**src/rtl/svg_pkg.sv**
```systemverilog
package svg_pkg;

   localparam int unsigned AXIS_W      = 9;
   localparam int unsigned INDEX_W     = 8;
   localparam int unsigned RADIUS_W    = 16;
   localparam int unsigned CSR_INDEX_W = 2;
   localparam int unsigned CSR_DATA_W  = 16;
   localparam int unsigned RECIP_W     = 36;
   localparam int unsigned RECIP_SHIFT = 35;
   localparam int unsigned PROD_W      = AXIS_W + RECIP_W;
   localparam int unsigned FRAC_W      = PROD_W - (RECIP_SHIFT - 17);
   localparam int unsigned POS_W       = 17;
   localparam int unsigned NORM_W      = 16;
   localparam int unsigned TEX_W       = 17;
   localparam int unsigned REQ_DATA_W  = 16;
   localparam int unsigned RSP_DATA_W  = 136;

   localparam logic [CSR_INDEX_W-1:0] CSR_AROUND = 2'd0;
   localparam logic [CSR_INDEX_W-1:0] CSR_POLE   = 2'd1;
   localparam logic [CSR_INDEX_W-1:0] CSR_RADIUS = 2'd2;

   localparam logic [AXIS_W-1:0]   AROUND_RESET = 9'd32;
   localparam logic [AXIS_W-1:0]   POLE_RESET   = 9'd16;
   localparam logic [RADIUS_W-1:0] RADIUS_RESET = 16'd256;

   localparam logic [5:0] CORNER_DA   = 6'b010110;
   localparam logic [5:0] CORNER_DB   = 6'b110100;
   localparam logic [2:0] LAST_CORNER = 3'd5;

   localparam longint unsigned PI_HALF_Q30 = 64'd1686629713;
   localparam longint unsigned TAYLOR_DIV [7] = '{6, 20, 42, 72, 110, 156, 210};

   typedef struct packed {
      logic [INDEX_W-1:0] around;
      logic [INDEX_W-1:0] pole;
      logic               bad;
   } quad_type;

   // quarter-wave sine entry in Q14, elaboration only
   function automatic logic [14:0] quarter_sine(int unsigned bits, int unsigned k);
      longint unsigned x;
      longint unsigned x2;
      longint unsigned term;
      longint          sum;
      longint          v;
      x    = (PI_HALF_Q30 * longint'(k)) >> (bits - 2);
      x2   = (x * x) >> 30;
      term = x;
      sum  = longint'(x);
      for (int n = 1; n <= 7; n++) begin
         term = (term * x2) >> 30;
         term = term / TAYLOR_DIV[n-1];
         if (n % 2 == 1) begin
            sum = sum - longint'(term);
         end else begin
            sum = sum + longint'(term);
         end
      end
      if (sum < 0) begin
         sum = 0;
      end
      v = (sum + 32768) >>> 16;
      if (v > 16384) begin
         v = 16384;
      end
      return 15'(v);
   endfunction

endpackage

```
**src/rtl/svg_recip.sv**
```systemverilog
module svg_recip
   import svg_pkg::*;
(
   input  logic                clock,
   input  logic                reset,
   input  logic                start,
   input  logic [AXIS_W-1:0]   around_div,
   input  logic [AXIS_W-1:0]   pole_div,
   output logic [RECIP_W-1:0]  around_recip,
   output logic [RECIP_W-1:0]  pole_recip,
   output logic                busy
);

   logic               start_ff, start_in;
   logic               run_ff, run_in;
   logic [5:0]         count_ff, count_in;
   logic [RECIP_W-1:0] num_ff [2];
   logic [RECIP_W-1:0] num_in [2];
   logic [AXIS_W-1:0]  rem_ff [2];
   logic [AXIS_W-1:0]  rem_in [2];
   logic [AXIS_W-1:0]  div [2];
   logic [AXIS_W:0]    shifted;

   assign div[0] = around_div;
   assign div[1] = pole_div;

   // ceil(2^35 / d) by restoring division, one quotient bit per cycle
   always_comb begin
      start_in = start;
      run_in   = run_ff;
      count_in = count_ff;
      shifted  = '0;
      for (int i = 0; i < 2; i++) begin
         num_in[i] = num_ff[i];
         rem_in[i] = rem_ff[i];
      end
      if (start_ff) begin
         run_in   = 1'b1;
         count_in = '0;
         for (int i = 0; i < 2; i++) begin
            num_in[i] = (RECIP_W'(1) << RECIP_SHIFT) + RECIP_W'(div[i]) - RECIP_W'(1);
            rem_in[i] = '0;
         end
      end else if (run_ff) begin
         for (int i = 0; i < 2; i++) begin
            shifted = {rem_ff[i], num_ff[i][RECIP_W-1]};
            if (shifted >= {1'b0, div[i]}) begin
               rem_in[i] = AXIS_W'(shifted - {1'b0, div[i]});
               num_in[i] = {num_ff[i][RECIP_W-2:0], 1'b1};
            end else begin
               rem_in[i] = shifted[AXIS_W-1:0];
               num_in[i] = {num_ff[i][RECIP_W-2:0], 1'b0};
            end
         end
         count_in = count_ff + 6'd1;
         if (count_ff == 6'(RECIP_W - 1)) begin
            run_in = 1'b0;
         end
      end
   end

   always_ff @(posedge clock) begin
      if (reset) begin
         start_ff <= 1'b1;
         run_ff   <= 1'b0;
         count_ff <= '0;
      end else begin
         start_ff <= start_in;
         run_ff   <= run_in;
         count_ff <= count_in;
      end
      num_ff <= num_in;
      rem_ff <= rem_in;
   end

   assign around_recip = num_ff[0];
   assign pole_recip   = num_ff[1];
   assign busy         = start_ff | run_ff;

endmodule

```
**config.mk**
```make
export PLATFORM = sky130hd
export DESIGN_NAME = svg_recip
export DESIGN_NICKNAME = d
export VERILOG_FILES = /design/src/rtl/svg_pkg.sv /design/src/rtl/svg_recip.sv
export SDC_FILE = /design/constraint.sdc
export NUM_CORES = 1
export LEC_CHECK = 0
export BUFFER_PORTS_ARGS = -buffer_cell sky130_fd_sc_hd__clkbuf_2
export CORE_MARGIN = 3
export CORE_UTILIZATION = 35
export CTS_BUF_LIST = sky130_fd_sc_hd__clkbuf_4
export DETAILED_ROUTE_END_ITERATION = 10
export PLACE_DENSITY_LB_ADDON = 0.12
export SYNTH_ARGS = -nofsm -noshare
export SYNTH_HDL_FRONTEND = slang
export SYNTH_SLANG_ARGS = --single-unit
```
**constraint.sdc**
```tcl
create_clock -name clock -period 4.19 [get_ports clock]
set_input_delay 0.838 -clock clock [delete_from_list [all_inputs] [get_ports clock]]
set_output_delay 0.838 -clock clock [all_outputs]
set_load 0.005 [all_outputs]
```
==> impl_metrics.py <==
metrics = {
    "placement": {
        "total_of_buffers_placed_on_input_and_output_ports": 93,
        "dpl.cell_count": 774,
        "placed_cell_area_sq_um": 5820,
        "gp_congestion": 0.777,
        "dpl.hpwl_um": 8660,
    },
    "yosys": {
        "mappedNetlistArea_sq_um": 5170,
        "yosysUniqueCellTypes": 50,
        "synthCells": 514,
        "synth_ff_type": "sky130_fd_sc_hd__edfxtp_1",
        "synth.largest_area_cell": "sky130_fd_sc_hd__edfxtp_1",
        "synth-seq-cells": 98,
        "synth_area_per_cell_sq_um": 10.1,
        "yosys_warnings": 0,
        "async_reset_ff_frac": 0,
        "synth_sequential_area_ratio": 0.519,
        "synth.top_cell.area_share": 0.418,
        "synth.top_cells.by_area": "sky130_fd_sc_hd__edfxtp_1 (42%), sky130_fd_sc_hd__dfxtp_1 (10%), sky130_fd_sc_hd__o21ai_0 (6.2%)",
        "synthesized_net_count": 560,
        "synth_enable_flop_cells": 72,
    },
    "clocking": {
        "insertion_delay_ps": 470,
        "post_cts_hold_buffer_count": 0,
        "clkSlewWorstSetupHoldPaths_ps": 160,
        "tritoncts_num_sinks": 98,
        "h_tree_levels": 3,
        "post_cts_resized": 0,
        "clock_tree_from_tritoncts": "built",
        "cts.root.buffer_cell": "sky130_fd_sc_hd__clkbuf_4",
        "post_cts_setup_buffers": 0,
        "cts_buffers": 9,
        "clock_buffer_depth": 2,
    },
    "global_routing": {
        "grt_pass1_wl_um": 19800,
        "grt_antenna_before_repair": 0,
        "maximum_number_of_pins_on_one_net_before_global_route_repair": 74,
        "gr-total-overflow": 0,
        "global_route_total_usage_across_every_layer": 0.153,
        "number_of_global_route_vias_before_repair": 3841,
    },
    "min_path": {
        "worst_hold_startpoint": "rem_ff[8]$_SDFFE_PP0P_",
        "min-delay-path-class": "flop to flop",
    },
    "sta": {
        "setup_repair_after_global_routing_missed_its_margin": "no",
        "finalSetupTns_ps": 0,
        "fin_crit_ps": 2620,
        "timing_max_transition_violations_final": 0,
        "fmaxAchievable_ghz": 0.382,
        "final_hold_viol_count": 0,
        "fin_crit_sh": 0.625,
        "maxSlewHeadroom": 0.356,
        "clock-skew-final_ps": 14.4,
        "setup_viol": 0,
        "worstMarginPinSlew_ps": 965,
    },
    "floorplanning": {
        "boundaryPins": 94,
        "fp.dieH_um": 128,
        "placementRows": 43,
        "dieArea_sq_um": 16300,
        "placeableCoreArea_sq_um": 14100,
        "die_x_um": 128,
        "start_util": 0.365,
    },
    "cells_and_area": {
        "final_net_count": 651,
        "layout-area-overhead-vs-synth_pct": 15.5,
        "fraction_of_final_layout_cells_with_drive_strength_greater_than_1": 0.215,
        "finish.cell_count_without_fillers": 790,
        "layout.cells.most_common": "sky130_fd_sc_hd__clkbuf_2",
        "design_area_sq_um": 5970,
        "postLayoutCoreUtil": 0.422,
        "antenna_cells_inserted": 0,
        "final_cell_mix": "sky130_fd_sc_hd__clkbuf_2 (93), sky130_fd_sc_hd__inv_1 (82), sky130_fd_sc_hd__edfxtp_1 (72)",
    },
    "critical_path": {
        "critPathSlowestCell": "sky130_fd_sc_hd__edfxtp_1",
        "crit_required_ps": 4580,
        "cp_top_family": "compound AO/OA/AOI/OAI gates",
        "r2r_start": "pole_recip[35]$_DFFE_PP_",
        "type_of_origin_of_the_critical_path": "flop",
        "worst_ep_arrival_time_ps": 3010,
        "critical_path.max_fanout": 14,
        "timing.critical_path.to_type": "flop",
        "startpoint_of_the_worst_setup_timing_path": "pole_recip[35]$_DFFE_PP_",
        "timing_worst_setup_path_type": "flop to flop",
        "timing.critical_path.cells": "inv_1, ha_1, inv_1, fa_1, a211oi_2, o211ai_2, a21oi_4, nor4_1, nor4_1",
        "worst_path_largest_cell_delay_ps": 470,
        "critPathBufInv": 2,
    },
    "power_and_ir_drop": {
        "vdd_drop_max_mv": 0.116,
        "p_leak_nw": 2.65,
        "pnr_total_power_mw": 1.97,
        "powerDensity_nw_per_um2": 329,
    },
    "detailed_routing": {
        "drt_pre_antenna_iters": 4,
        "postRouteWirelength_um": 12400,
        "remaining_drc_errors": 0,
        "route.detailed.wl_per_inst_um": 15.7,
        "drtIter0Drc": 270,
        "viasPerCell": 5.04,
        "vias": 3980,
        "final_antenna_net_count": 0,
    },
    "run": {
        "max-cap-violations": 0,
    },
    "run_status": {
        "status": "completed",
    },
}
==> tightest hold or removal path, stage by stage (launching register included) <==
cell and delay, ps:
sky130_fd_sc_hd__dfxtp_1 340, sky130_fd_sc_hd__nand2_1 50, sky130_fd_sc_hd__o31ai_1 50
==> state kept, by name, summed over array words and instances, names as in the netlist <==
signal and count:
pole_recip 36, around_recip 36, count_ff 6, rem_ff 18, start_ff 1, run_ff 1
==> layer usage <==
| layer | wire, um | up-vias | GRT usage |
|---|---|---|---|
| met5 | 0 | - | 0 |
| met4 | 183 | 0 | 0.0511 |
| met3 | 627 | 14 | 0.0272 |
| met2 | 5600 | 90 | 0.242 |
| met1 | 6030 | 1897 | 0.211 |
| li1 | - | 1979 | - |
==> area by class of cell <==
cell class,instances,area [sq um]
clock buffer,11,82.6
clock inverter,5,62.6
fill,1423,8180
inverter,83,312
multi-input combinational,313,2080
sequential,98,2680
tap,180,225
timing repair buffer,100,518
==> per-stage QoR <==
step / hold WS [ps] / setup slack [ps]
finish: 474 / 1570
CTS: 483 / 1570
floorplan: 426 / 1130
detailed placement: 462 / 1130
global placement: 440 / 1290
global route: 508 / 1410
==> cell families (layout without fill, tap and decap cells) <==
family / Yosys count / in the layout / share of synthesized area
multiplexers: 20 / 20 / 0.0390
AND/OR/NAND/NOR: 116 / 116 / 0.110
XOR/XNOR: 22 / 22 / 0.0373
buffers and inverters: 103 / 199 / 0.0777
flip-flops: 98 / 98 / 0.519
AO/OA/AOI/OAI: 130 / 130 / 0.154
adder cells (fa/ha/maj): 25 / 25 / 0.0634
==> path summary, 6_finish.rpt <==
| check | to | slack [ps] | cells past startpoint |
|---|---|---|---|
| hold reg to reg | rem_ff[8]$_SDFFE_PP0P_ | 470 | 2 |
| setup reg to reg | rem_ff[7]$_SDFFE_PP0P_ | 1570 | 9 |
| setup / recovery | rem_ff[7]$_SDFFE_PP0P_ | 1570 | 9 |
| hold / removal | rem_ff[8]$_SDFFE_PP0P_ | 470 | 2 |
==> cell usage after synthesis, types with 10 or more instances <==
master,count
sky130_fd_sc_hd__edfxtp_1,72
sky130_fd_sc_hd__a21oi_1,22
sky130_fd_sc_hd__a211oi_1,10
sky130_fd_sc_hd__o21ai_0,64
sky130_fd_sc_hd__xnor2_1,13
sky130_fd_sc_hd__mux2i_1,19
sky130_fd_sc_hd__ha_1,23
sky130_fd_sc_hd__inv_1,83
sky130_fd_sc_hd__nor2_1,38
sky130_fd_sc_hd__nand2_1,27
sky130_fd_sc_hd__dfxtp_1,26
sky130_fd_sc_hd__clkbuf_1,17
==> report_power, final <==
part / internal, mW / switching (mW)
clock: 0.200 / 0.341
sequential: 1.11 / 0.0374
combinational: 0.117 / 0.165
No activity file was read; power rests on OpenSTA's default activity.
