$ cat config.mk
export PLATFORM = sky130hd
export DESIGN_NAME = svg_front
export DESIGN_NICKNAME = d
export VERILOG_FILES = /design/src/rtl/svg_pkg.sv /design/src/rtl/svg_front.sv
export SDC_FILE = /design/constraint.sdc
export NUM_CORES = 1
export LEC_CHECK = 0
export ABC_CLOCK_PERIOD_IN_PS = 2640
export BUFFER_PORTS_ARGS = -buffer_cell sky130_fd_sc_hd__buf_2
export CORE_MARGIN = 1
export CORE_UTILIZATION = 51
export DETAILED_ROUTE_END_ITERATION = 12
export PLACE_DENSITY = 0.89
export SYNTH_ARGS = -nofsm -noshare
export SYNTH_HDL_FRONTEND = slang
export SYNTH_SLANG_ARGS = --single-unit
$ cat constraint.sdc
create_clock -name clock -period 2.64 [get_ports clock]
set_clock_uncertainty 0.2 [all_clocks]
set_input_delay 0.528 -clock clock [delete_from_list [all_inputs] [get_ports clock]]
set_output_delay 0.528 -clock clock [all_outputs]
set_load 0.02 [all_outputs]
$ cat src/rtl/svg_pkg.sv
package svg_pkg;

   localparam int unsigned AXIS_W      = 9;
   localparam int unsigned INDEX_W     = 8;
   localparam int unsigned RADIUS_W    = 16;
   localparam int unsigned CSR_INDEX_W = 2;
   localparam int unsigned CSR_DATA_W  = 16;
   localparam int unsigned RECIP_W     = 36;
   localparam int unsigned RECIP_SHIFT = 35;
   localparam int unsigned PROD_W      = AXIS_W + RECIP_W;
   localparam int unsigned FRAC_W      = PROD_W - (RECIP_SHIFT - 17);
   localparam int unsigned POS_W       = 17;
   localparam int unsigned NORM_W      = 16;
   localparam int unsigned TEX_W       = 17;
   localparam int unsigned REQ_DATA_W  = 16;
   localparam int unsigned RSP_DATA_W  = 136;

   localparam logic [CSR_INDEX_W-1:0] CSR_AROUND = 2'd0;
   localparam logic [CSR_INDEX_W-1:0] CSR_POLE   = 2'd1;
   localparam logic [CSR_INDEX_W-1:0] CSR_RADIUS = 2'd2;

   localparam logic [AXIS_W-1:0]   AROUND_RESET = 9'd32;
   localparam logic [AXIS_W-1:0]   POLE_RESET   = 9'd16;
   localparam logic [RADIUS_W-1:0] RADIUS_RESET = 16'd256;

   localparam logic [5:0] CORNER_DA   = 6'b010110;
   localparam logic [5:0] CORNER_DB   = 6'b110100;
   localparam logic [2:0] LAST_CORNER = 3'd5;

   localparam longint unsigned PI_HALF_Q30 = 64'd1686629713;
   localparam longint unsigned TAYLOR_DIV [7] = '{6, 20, 42, 72, 110, 156, 210};

   typedef struct packed {
      logic [INDEX_W-1:0] around;
      logic [INDEX_W-1:0] pole;
      logic               bad;
   } quad_type;

   // quarter-wave sine entry in Q14, elaboration only
   function automatic logic [14:0] quarter_sine(int unsigned bits, int unsigned k);
      longint unsigned x;
      longint unsigned x2;
      longint unsigned term;
      longint          sum;
      longint          v;
      x    = (PI_HALF_Q30 * longint'(k)) >> (bits - 2);
      x2   = (x * x) >> 30;
      term = x;
      sum  = longint'(x);
      for (int n = 1; n <= 7; n++) begin
         term = (term * x2) >> 30;
         term = term / TAYLOR_DIV[n-1];
         if (n % 2 == 1) begin
            sum = sum - longint'(term);
         end else begin
            sum = sum + longint'(term);
         end
      end
      if (sum < 0) begin
         sum = 0;
      end
      v = (sum + 32768) >>> 16;
      if (v > 16384) begin
         v = 16384;
      end
      return 15'(v);
   endfunction

endpackage

$ cat src/rtl/svg_front.sv
module svg_front
   import svg_pkg::*;
#(
   parameter int unsigned MAX_SEGMENTS = 256
)
(
   input  logic                clock,
   input  logic                reset,
   input  logic                in_valid,
   output logic                in_ready,
   input  logic [INDEX_W-1:0]  around_index,
   input  logic [INDEX_W-1:0]  pole_index,
   input  logic [AXIS_W-1:0]   around_segments,
   input  logic [AXIS_W-1:0]   pole_segments,
   input  logic                hold,
   output logic                head_valid,
   output quad_type            head,
   input  logic                pop
);

   localparam int unsigned CMP_W = 14;

   quad_type   entry_ff [2];
   logic       wr_ptr_ff, wr_ptr_in;
   logic       rd_ptr_ff, rd_ptr_in;
   logic [1:0] fill_ff, fill_in;
   logic       push;
   logic       do_pop;
   logic       bad;

   always_comb begin
      bad = (around_segments == '0) || (pole_segments == '0) ||
            (CMP_W'(around_segments) > CMP_W'(MAX_SEGMENTS)) ||
            (CMP_W'(pole_segments) > CMP_W'(MAX_SEGMENTS)) ||
            ({1'b0, around_index} >= around_segments) ||
            ({1'b0, pole_index} >= pole_segments);
   end

   assign in_ready   = (fill_ff != 2'd2) && !hold;
   assign push       = in_valid && in_ready;
   assign head_valid = (fill_ff != 2'd0);
   assign do_pop     = pop && head_valid;
   assign head       = entry_ff[rd_ptr_ff];

   always_comb begin
      wr_ptr_in = wr_ptr_ff ^ push;
      rd_ptr_in = rd_ptr_ff ^ do_pop;
      fill_in   = fill_ff + 2'(push) - 2'(do_pop);
   end

   always_ff @(posedge clock) begin
      if (reset) begin
         wr_ptr_ff <= 1'b0;
         rd_ptr_ff <= 1'b0;
         fill_ff   <= '0;
      end else begin
         wr_ptr_ff <= wr_ptr_in;
         rd_ptr_ff <= rd_ptr_in;
         fill_ff   <= fill_in;
      end
      if (push) begin
         entry_ff[wr_ptr_ff] <= '{around: around_index, pole: pole_index, bad: bad};
      end
   end

endmodule

==> out/results.md, run 1 <==
| Group | Item | Reported |
|:---|:---|:---|
| outcome | Outcome | finished clean |
| critical path | Highest fanout seen on the critical path | 2 |
| clocking | CTS max path bufs | 2 |
| timing | Portion of the clock cycle consumed by the worst path in the final layout | 83.8% |
| power and ir drop | Fraction of power consumed by combinational cells | 32.7% |
| clocking | Buffer count from post-CTS setup fixing | 0 |
| clocking | Maximum level of the CTS H-tree | 2 |
| timing | Hold Slack | 256 ps |
| placed design | Placed cell count | 244 |
| layout | Commonest cells after routing, fill and taps aside | 57 x buf_2, 34 x edfxtp_1, 20 x inv_1, 20 x ha_1, 17 x mux2_2 |
| global route | GR Overflow Total | 0 |
| placed design | Final RePlAce weighted congestion | 0.902 |
| synthesis | Area of the mapped netlist | 1890 sq um |
| global route | Antenna violations before repair | 0 |
| drt | Count of vias placed by the detailed router | 1,300 |
| drt | First-pass iteration count of the detailed router | 5 |
| power and ir drop | Maximum resistive drop on vdd | 0.332 mV |
| synthesis | Cell count after synthesis | 140 |
| synthesis | Count of flip-flops with a built-in enable after synthesis | 34 |
| die | Core region area | 3440 sq um |
| critical path | Category of the worst setup path launch point | input pin |
| synthesis | Number of nets in the synthesized netlist | 199 |
| clocking | Count of instances resized after the clock tree is built | 0 |
| clocking | Clock tree from TritonCTS | yes |
| synthesis | Number of storage elements in the synthesis netlist | 38 |
| die | Overall die height | 62.8 um |
| drt | DR iter-0 viols | 46 |
| timing | Unrepaired setup endpoints after global routing | false |
| drt | Via count normalized by instance count | 5.16 |
| die | Area of the die | 3940 sq um |
| clocking | Sink Count | 38 |
| power and ir drop | Total internal power | 1.14 mW |
| synthesis | Number of warning messages in the yosys log | 0 |
| global route | Total global-route track usage | 19.5% |
| timing | Max-slew violation count | 0 |
| synthesis | Post-synthesis share of cell area spent on and, or, nand and nor gates | 8.10% |
| timing | Number of endpoints with negative hold slack in the final report | 0 |
| synthesis | Share of flip-flops with an asynchronous set or reset after synthesis | 0% |
| clocking | Total CTS buffers | 5 |
| layout | Layout Cells excl Fill | 252 |
| clocking | CTS Hold Bufs | 0 |
| layout | Count of inserted antenna diode cells | 0 |
| min path | Path class of the lowest-slack min-delay path | input pin to flip-flop |
| power and ir drop | Total power density per cell area | 704 nW/um^2 |
| placed design | Pre-CTS worst setup slack | 142 ps |
| timing | Max Clk Rate | 452 MHz |
| power and ir drop | Static leakage | 1.04 nW |
| synthesis | Adder-Cell Fraction of Synth Area | 13.3% |
| layout | Fin nets | 264 |
| global route | Global-route wire length before repair | 5680 um |
| power and ir drop | Total net switching power | 490 uW |
| power and ir drop | Part of the power in the clock network | 21.9% |
| layout | Fill count | 252 |
| synthesis | Dominant combinational cell family by area after synthesis | adder cells |
| drt | Total DRC errors in the routed layout | 0 |
| timing | Count of final setup violators | 0 |
| critical path | Setup crit end kind | flip-flop |
| die | Number of placed I/O pins | 58 |
| power and ir drop | Power share of the sequential group | 45.4% |
| timing | Max transition margin | 75.7% |
| clocking | Buffer cell driving the clock tree root | clkbuf_8 |
| global route | Via count of the first global-routing pass | 1,212 |
| die | Die W | 62.8 um |
| power and ir drop | Switching fraction of total power | 30.0% |
| placed design | Detailed-placement wirelength estimate | 2710 um |
| power and ir drop | Total Power Consumption | 1.63 mW |
| synthesis | Share of cell area taken by muxes after synthesis | 10.2% |
| drt | Number of nets still failing antenna checks after routing | 0 |
| placed design | Port Buffer Count | 57 |
| layout | Share of final-layout standard cells stronger than drive strength 1 | 40.8% |
| drt | Detailed-route wire length | 3500 um |
| timing | Final Worst Setup Slack | 428 ps |
| global route | Largest net degree at the start of global routing | 19 |
| layout | Layout area overhead | 23.2% |
| critical path | Worst path arrival time | 2020 ps |
| synthesis | Main flop type after synthesis | edfxtp_1 |
| synthesis | Complex-gate fraction of the synthesized area | 4.25% |
| timing | Worst-margin pin slew | 355 ps |
| critical path | Critical path class | input pin to flip-flop |
| synthesis | Synthesized area divided by synthesized cell count | 13.5 sq um |
| clocking | Clk slew on worst S/H paths | 60 ps |
| die | Starting density of the core | 54.8% |
| drt | Average wire per cell in the routed design | 13.9 um |
| synthesis | Synth Area in XOR/XNOR | 1.39% |
| clocking | Clock latency of the later-clocked register in the worst-skew pair | 270 ps |
| synthesis | Count of different cell masters after synthesis | 29 |
| timing | Final Critical Period | 2210 ps |
| critical path | Worst path required time | 2450 ps |
| synthesis | Register area share after synthesis | 58.4% |
| die | Count of standard-cell rows | 21 |
| layout | Most frequent standard cell in the layout excluding fill and tap cells | buf_2 |
| flow run | MaxCap Viol Count | 0 |
| timing | Setup TNS Final | 0 ps |
## path summary, 6_finish.rpt
kind	slack (ps)	to	startpoint	cells past startpoint
worst max register to register	700	fill_ff[1]	fill_ff[1]	8
worst min register to register	340	fill_ff[1]	fill_ff[1]	2
worst min-delay path	260	wr_ptr_ff	reset	2
worst max-delay path	430	entry_ff[1][0]	pole_segments[3]	8
## layer usage
layer | vias up | GRT usage (%) | part of all wire [%]
met5 | - | 0 | 0
li1 | 641 | - | -
met3 | 5 | 4.56 | 4.4
met1 | 616 | 21.7 | 40
met4 | 0 | 7.27 | 1.5
met2 | 38 | 35.6 | 54
## cell usage after synthesis, types with 2 or more instances
master,instances,share of area (%)
ha_1,20,13
nand2_1,4,0.80
inv_1,20,4.0
a21oi_1,7,1.9
dfxtp_1,4,4.2
or4_1,4,1.6
a21o_1,2,0.80
nor2_1,6,1.2
mux2_2,17,10
xnor2_1,2,0.93
nand3_1,2,0.53
edfxtp_1,34,54
nor3_1,2,0.53
## layout make-up
cell class	instances	area, sq um	share of cell area, %
timing repair buffer	60	308	13.3
sequential	38	1100	47.4
multi-input combinational	80	701	30.2
tap	46	57.6	2.48
clock buffer	8	80.1	3.45
inverter	20	75.1	3.23
## power by group through the flow
stage | clock [mW] | combinational [mW] | sequential (mW)
3_3_place_gp | 0 | 0.526 | 0.751
2_1_floorplan | 0 | 0.375 | 0.749
5_1_grt | 0.397 | 0.586 | 0.750
4_1_cts | 0.365 | 0.542 | 0.743
6_report | 0.358 | 0.535 | 0.742
3_5_place_dp | 0 | 0.539 | 0.756
## registers in the layout (all words and copies together) (netlist names)
| signal | cells |
|---|---|
| wr_ptr_ff | 1 |
| rd_ptr_ff | 1 |
| entry_ff | 34 |
| fill_ff | 2 |
## kinds of logic (layout without fill, tap and decap cells)
| logic type | after synthesis | in the layout |
|---|---|---|
| flops | 38 | 38 |
| simple gates | 27 | 27 |
| buf+inv | 22 | 88 |
| mux | 17 | 17 |
| compound gates | 13 | 13 |
| xor+xnor | 3 | 3 |
| fa+ha+maj | 20 | 20 |
## through the flow
step | instance area (sq um) | utilization (%)
after global routing | 2320 | 67.5
after CTS | 2320 | 67.5
after global placement | 2240 | 65.1
after floorplan | 1890 | -
final | 2320 | 67.5
after detailed placement | 2240 | 65.1
## critical path, cell delays in order
cell and delay, ps:
buf_2 100, inv_1 40, ha_1 290, a21o_1 190, a21oi_1 140, o21a_1 140, o22ai_1 70, or4_1 530
(Power assumes the default switching activity.)
==> run 2: changes to the inputs <==
Settings changed: ABC_CLOCK_PERIOD_IN_PS 2640 to 1800, CORE_UTILIZATION 51 to 46, PLACE_DENSITY 0.89 to 0.86.
Clock period 2.64 ns to 1.8 ns, I/O delays scaled along.
==> out/results.md, run 2 (synthesized netlist as in run 1, its figures left out) <==
| Group | Item | Reported | Delta |
|:---|:---|:---|:---|
| die | Area of the die | 4360 sq um | was 3940 sq um |
| timing | Worst-margin pin slew | 256 ps | was 355 ps |
| layout | Count of inserted antenna diode cells | 0 | unchanged |
| drt | Count of vias placed by the detailed router | 1,473 | was 1,300 |
| power and ir drop | Maximum resistive drop on vdd | 0.513 mV | was 0.332 mV |
| layout | Biggest regs | entry_ff (34), fill_ff (2) | unchanged |
| drt | DR iter-0 viols | 50 | was 46 |
| critical path | Largest delay share family, worst path | simple AND/OR/NAND/NOR gates | was compound AO/OA/AOI/OAI gates |
| placed design | Placed cell areas | 2490 sq um | was 2240 sq um |
| global route | Antenna violations before repair | 0 | unchanged |
| placed design | Pre-CTS worst setup slack | -576 ps | was 142 ps |
| global route | Total global-route track usage | 22.2% | was 19.5% |
| critical path | Critical path class | input pin to flip-flop | unchanged |
| outcome | Outcome | complete, but fails checks | was finished clean |
| die | Number of placed I/O pins | 58 | unchanged |
| timing | Unrepaired setup endpoints after global routing | true | was false |
| min path | Worst hold path startpoint | reset | unchanged |
| outcome | Violations in the final reports | setup timing |  |
| critical path | Category of the worst setup path launch point | input pin | unchanged |
| power and ir drop | Static leakage | 1.32 nW | was 1.04 nW |
| critical path | Setup crit end kind | flip-flop | unchanged |
| critical path | Highest-delay cell along the critical path | or4_1 | unchanged |
| die | Core region area | 3800 sq um | was 3440 sq um |
| critical path | Highest fanout seen on the critical path | 2 | unchanged |
| layout | Fin nets | 291 | was 264 |
| layout | Share of final-layout standard cells stronger than drive strength 1 | 68.7% | was 40.8% |
| drt | Total DRC errors in the routed layout | 0 | unchanged |
| critical path | CP Cell Sequence | buf_6 > inv_4 > ha_4 > nand4_1 > buf_4 > nor2_1 > a211oi_2 > nor3_1 > or4_1 | was buf_2 > inv_1 > ha_1 > a21o_1 > a21oi_1 > o21a_1 > o22ai_1 > or4_1 |
| die | Count of standard-cell rows | 22 | was 21 |
| global route | Via count of the first global-routing pass | 1,574 | was 1,212 |
| layout | Top register by number of flip-flops | entry_ff | unchanged |
| clocking | Total CTS buffers | 5 | unchanged |
| drt | Number of nets still failing antenna checks after routing | 0 | unchanged |
| min path | Path class of the lowest-slack min-delay path | input pin to flip-flop | unchanged |
| layout | Total area of multi-input combinational cells | 1030 sq um | was 701 sq um |
| global route | Largest net degree at the start of global routing | 18 | was 19 |
| timing | Number of endpoints with negative hold slack in the final report | 0 | unchanged |
| drt | Via count normalized by instance count | 5.24 | was 5.16 |
| layout | Max FFs per register | 34 | unchanged |
| drt | Average wire per cell in the routed design | 17.1 um | was 13.9 um |
| power and ir drop | Total power density per cell area | 986 nW/um^2 | was 704 nW/um^2 |
| timing | Count of final setup violators | 20 | was 0 |
| critical path | Crit. Startpoint | around_segments[4] | was pole_segments[3] |
| clocking | Clock tree from TritonCTS | yes | unchanged |
| drt | Detailed-route wire length | 4810 um | was 3500 um |
| layout | Layout area overhead | 67.4% | was 23.2% |
| layout | Commonest cells after routing, fill and taps aside | 34 x edfxtp_1, 28 x buf_6, 28 x buf_2 | was 57 x buf_2, 34 x edfxtp_1, 20 x inv_1, 20 x ha_1, 17 x mux2_2 |
| critical path | Worst path required time | 1620 ps | was 2450 ps |
| clocking | CTS max path bufs | 2 | unchanged |
| drt | First-pass iteration count of the detailed router | 4 | was 5 |
| clocking | Maximum level of the CTS H-tree | 2 | unchanged |
| clocking | Clock latency of the later-clocked register in the worst-skew pair | 280 ps | was 270 ps |
| placed design | Detailed-placement wirelength estimate | 2880 um | was 2710 um |
| layout | Layout Cells excl Fill | 281 | was 252 |
| layout | Design Area, Final | 3160 sq um | was 2320 sq um |
| layout | Most frequent standard cell in the layout excluding fill and tap cells | edfxtp_1 | was buf_2 |
| placed design | Port Buffer Count | 57 | unchanged |
| placed design | Placed cell count | 264 | was 244 |
| timing | Portion of the clock cycle consumed by the worst path in the final layout | 109% |  |
| placed design | Final RePlAce weighted congestion | 0.735 | was 0.902 |
| global route | Global-route wire length before repair | 6960 um | was 5680 um |
| die | Overall die height | 66.0 um | was 62.8 um |
| critical path | Worst path arrival time | 1780 ps | was 2020 ps |
| layout | Sequential cell area | 1110 sq um | was 1100 sq um |
| timing | Max-slew violation count | 0 | unchanged |
| timing | Max transition margin | 82.9% | was 75.7% |
| die | Die W | 66.0 um | was 62.8 um |
| critical path | Biggest cell delay along the critical path | 480 ps | was 530 ps |
| clocking | Clk slew on worst S/H paths | 70 ps | was 60 ps |
| clocking | Buffer cell driving the clock tree root | clkbuf_8 | unchanged |
| power and ir drop | Total Power Consumption | 3.11 mW | was 1.63 mW |
| timing | Final Worst Setup Slack | -161 ps | was 428 ps |
| critical path | WP buf/inv | 3 | was 2 |
| critical path | Startpoint of the worst register-to-register path | fill_ff[1] | unchanged |
| timing | Final Critical Period | 1960 ps |  |
| clocking | Sink Count | 38 | unchanged |
| die | Starting density of the core | 49.6% | was 54.8% |
| global route | GR Overflow Total | 0 | unchanged |
| layout | Fill count | 189 | was 252 |
| timing | Max Clk Rate | 510 MHz |  |
| flow run | MaxCap Viol Count | 0 | unchanged |
-- run 2: cell count changes in the layout (fill, tap and decap cells not counted), sizes merged --
cell,previous run,this run
buf,60,86
clkinv,0,1
-- run 2: report_power, final --
| group | internal, mW | switching, mW |
|---|---|---|
| Clock | 0.309 | 0.286 |
| Sequential | 1.07 | 0.0533 |
| Combinational | 0.796 | 0.597 |
-- run 2: cell type report --
class,instances,area share [%]
clock buffers,7,2.74
clock inverters,1,0.159
inverters,20,3.01
multi-input cells,80,32.7
flip-flops and latches,38,35.2
well taps,48,1.90
repair buffers,87,24.3
-- run 2: stage by stage --
stage	TNS, ps	hold slack, ps	util (%)
2_1_floorplan	-621	225	-
3_3_place_gp	-1060	326	65.6
3_5_place_dp	-1170	347	65.6
4_1_cts	-994	63.2	77.8
5_1_grt	-1330	77.8	83.1
6_report	-549	76.6	83.1
-- run 2: routing by layer --
layer | global-route usage [%] | vias to the layer above | wire length [um]
li1 | - | 692 | -
met1 | 21.6 | 702 | 1810
met2 | 44.1 | 62 | 2610
met3 | 4.48 | 17 | 263
met4 | 9.31 | 0 | 128
met5 | 0 | - | 0
-- run 2: timing repair --
action	in CTS	in global routing
hold buffers	0	0
endpoints found under the hold margin	0	0
pin swaps	23	13
gates resized for setup	68	45
endpoints found under the setup margin	20	20
cloned	0	1
buffers inserted	7	1
-- run 2: final timing paths --
check                                       to  slack [ps]  cells after the start
worst max-delay path            entry_ff[0][0]        -160                      9
worst min-delay path                fill_ff[1]          80                      2
worst max register to register      fill_ff[1]           0                      8
worst min register to register       wr_ptr_ff         410                      3
==> run 3: changes to the inputs <==
==> constraint.sdc (replaced) <==
create_clock -name clock -period 1.8 [get_ports clock]
set_clock_uncertainty 0.2 [all_clocks]
set_input_delay 0.09 -clock clock [delete_from_list [all_inputs] [get_ports clock]]
set_output_delay 0.09 -clock clock [all_outputs]
set_load 0.02 [all_outputs]
==> out/results.md, run 3 (synthesized netlist as in run 1, its figures left out) <==
| Group | Item | Reported | Delta |
|:---|:---|:---|:---|
| outcome | Outcome | finished clean | was complete, but fails checks |
| layout | Share of final-layout standard cells stronger than drive strength 1 | 49.8% | was 68.7% |
| die | Die W | 66.0 um | unchanged |
| clocking | Maximum level of the CTS H-tree | 2 | unchanged |
| drt | Count of vias placed by the detailed router | 1,441 | was 1,473 |
| critical path | Setup crit end kind | flip-flop | unchanged |
| layout | Fin nets | 301 | was 291 |
| layout | Count of inserted antenna diode cells | 0 | unchanged |
| critical path | R2r setup slk | 20 ps | was 0 ps |
| die | Number of placed I/O pins | 58 | unchanged |
| die | Area of the die | 4360 sq um | unchanged |
| layout | Most frequent standard cell in the layout excluding fill and tap cells | buf_2 | was edfxtp_1 |
| critical path | Highest-delay cell along the critical path | or4_1 | unchanged |
| placed design | Final RePlAce weighted congestion | 0.769 | was 0.735 |
| critical path | Worst path required time | 1600 ps | was 1620 ps |
| min path | Hold Path Depth | 5 | was 2 |
| global route | Busiest layer in global routing | met2 | unchanged |
| critical path | Biggest cell delay along the critical path | 500 ps | was 480 ps |
| critical path | Category of the worst setup path launch point | input pin | unchanged |
| placed design | Port Buffer Count | 57 | unchanged |
| layout | Top register by number of flip-flops | entry_ff | unchanged |
| global route | GR Util met1 | 20.0% | was 21.6% |
| clocking | Sink Count | 38 | unchanged |
| layout | Commonest cells after routing, fill and taps aside | 56 x buf_2, 34 x edfxtp_1, 22 x buf_4 | was 34 x edfxtp_1, 28 x buf_6, 28 x buf_2 |
| flow run | MaxCap Viol Count | 0 | unchanged |
| min path | Worst hold path startpoint | in_valid | was reset |
| clocking | CTS max path bufs | 2 | unchanged |
| timing | Number of endpoints with negative hold slack in the final report | 0 | unchanged |
| die | Core region area | 3800 sq um | unchanged |
| layout | Biggest regs | entry_ff (34), fill_ff (2) | unchanged |
| timing | Unrepaired setup endpoints after global routing | true | unchanged |
| drt | Total DRC errors in the routed layout | 0 | unchanged |
| clocking | Clk slew on worst S/H paths | 60 ps | was 70 ps |
| critical path | WP buf/inv | 2 | was 3 |
| timing | Portion of the clock cycle consumed by the worst path in the final layout | 99.6% | was 109% |
| timing | Count of final setup violators | 0 | was 20 |
| placed design | Detailed-placement wirelength estimate | 2740 um | was 2880 um |
| drt | DR iter-0 viols | 33 | was 50 |
| timing | Max Clk Rate | 558 MHz | was 510 MHz |
| global route | Via count of the first global-routing pass | 1,454 | was 1,574 |
| global route | Total global-route track usage | 19.2% | was 22.2% |
| critical path | CP Cell Sequence | buf_2 > inv_1 > ha_1 > a21oi_2 > nand2_1 > a211oi_2 > nor3_1 > or4_1 | was buf_6 > inv_4 > ha_4 > nand4_1 > buf_4 > nor2_1 > a211oi_2 > nor3_1 > or4_1 |
| drt | Detailed-route wire length | 3860 um | was 4810 um |
| drt | Via count normalized by instance count | 4.95 | was 5.24 |
| layout | Max FFs per register | 34 | unchanged |
| critical path | Worst path arrival time | 1600 ps | was 1780 ps |
| drt | Number of nets still failing antenna checks after routing | 0 | unchanged |
| drt | First-pass iteration count of the detailed router | 4 | unchanged |
| global route | Global-route wire length before repair | 6040 um | was 6960 um |
| critical path | R2r worst-path depth | 8 | unchanged |
| critical path | Critical path class | input pin to flip-flop | unchanged |
| power and ir drop | Total Power Consumption | 2.63 mW | was 3.11 mW |
| clocking | Buffer cell driving the clock tree root | clkbuf_8 | unchanged |
| clocking | Clock latency of the later-clocked register in the worst-skew pair | 270 ps | was 280 ps |
| global route | Met2 routing resource usage after global routing | 37.0% | was 44.1% |
| global route | GR Overflow Total | 0 | unchanged |
| timing | Final Critical Period | 1790 ps | was 1960 ps |
| timing | Worst-margin pin slew | 257 ps | was 256 ps |
| power and ir drop | Total power density per cell area | 948 nW/um^2 | was 986 nW/um^2 |
| die | Count of standard-cell rows | 22 | unchanged |
| timing | Hold Slack | 83.7 ps | was 76.6 ps |
| die | Overall die height | 66.0 um | unchanged |
| critical path | Startpoint of the worst register-to-register path | fill_ff[1] | unchanged |
| critical path | Critical R2R Capture | fill_ff[1] | unchanged |
| timing | Max-slew violation count | 0 | unchanged |
| power and ir drop | Static leakage | 1.21 nW | was 1.32 nW |
| timing | Max transition margin | 82.8% | was 82.9% |
| clocking | Buffer count from post-CTS setup fixing | 0 | was 7 |
| critical path | Highest fanout seen on the critical path | 3 | was 2 |
| layout | Fill count | 245 | was 189 |
| global route | Fraction of met3 tracks used by global routing | 4.66% | was 4.48% |
| clocking | Clock tree from TritonCTS | yes | unchanged |
| timing | Setup TNS Final | 0 ps | was -549 ps |
| min path | Path class of the lowest-slack min-delay path | input pin to flip-flop | unchanged |
| clocking | Total CTS buffers | 5 | unchanged |
| critical path | Largest delay share family, worst path | simple AND/OR/NAND/NOR gates | unchanged |
| drt | Average wire per cell in the routed design | 13.3 um | was 17.1 um |
| global route | Largest net degree at the start of global routing | 19 | was 18 |
| global route | Antenna violations before repair | 0 | unchanged |
| power and ir drop | Maximum resistive drop on vdd | 0.520 mV | was 0.513 mV |
| die | Starting density of the core | 49.6% | unchanged |
| layout | Layout area overhead | 47.1% | was 67.4% |
| min path | Hold EP | wr_ptr_ff | was fill_ff[1] |
-- run 3: cell type report --
type | count | area (sq um) | share of cell area (%)
well taps | 48 | 60.1 | 2.17
repair buffers | 97 | 656 | 23.6
inverters | 20 | 87.6 | 3.16
clock buffers | 8 | 80.1 | 2.89
flip-flops and latches | 38 | 1100 | 39.8
multi-input cells | 80 | 787 | 28.4
-- run 3: worst max-delay path by stage --
| stage | start | to | slack (ps) | cells past startpoint |
|---|---|---|---|---|
| 4_1_cts | fill_ff[1] | fill_ff[1] | -7 | 8 |
| 5_1_grt | fill_ff[1] | fill_ff[1] | -70 | 8 |
| 3_5_place_dp | pole_segments[6] | entry_ff[0][0] | -310 | 7 |
| 6_report | around_segments[3] | entry_ff[0][0] | 7 | 8 |
| 3_3_place_gp | pole_segments[6] | entry_ff[0][0] | -250 | 7 |
| 2_1_floorplan | fill_ff[1] | fill_ff[1] | -30 | 8 |
-- run 3: what timing repair did --
| action | 4_1_cts | 5_1_grt |
|---|---|---|
| hold buffers | 17 | 0 |
| endpoints found under the setup margin | 3 | 3 |
| resized for setup | 2 | 4 |
| cloned | 0 | 0 |
| hold endpoints to repair | 36 | 0 |
| pin swaps | 3 | 2 |
-- run 3: routing by layer --
| layer | vias up | wire [um] |
|---|---|---|
| met5 | - | 0 |
| met4 | 0 | 68 |
| met3 | 6 | 163 |
| met2 | 50 | 2110 |
| met1 | 667 | 1520 |
| li1 | 718 | - |
-- run 3: where the power goes --
| group | internal, mW | switching [mW] |
|---|---|---|
| clock | 0.274 | 0.247 |
| sequential | 1.06 | 0.0354 |
| combinational | 0.506 | 0.505 |
| total | 1.84 | 0.788 |
-- run 3: worst reg2reg max path: cells and delay by family (launching register included) --
| family | cells | cell delay [ps] |
|---|---|---|
| and+or+nand+nor | 3 | 430 |
| xor gates and xnor gates | 2 | 270 |
| adders and majority gates | 2 | 400 |
| DFF | 1 | 340 |
| buffers and inverters | 1 | 40 |
-- run 3: metrics by stage --
stage                     setup WS [ps]  instance area (sq um)  util [%]  cells
after floorplan                   -28.1                   1960         -    140
after global placement             -253                   2490      65.6    266
after detailed placement           -306                   2490      65.6    266
after CTS                         -6.57                   2760      72.6    291
after global routing              -74.0                   2770      73.0    291
final                              6.58                   2770      73.0    291
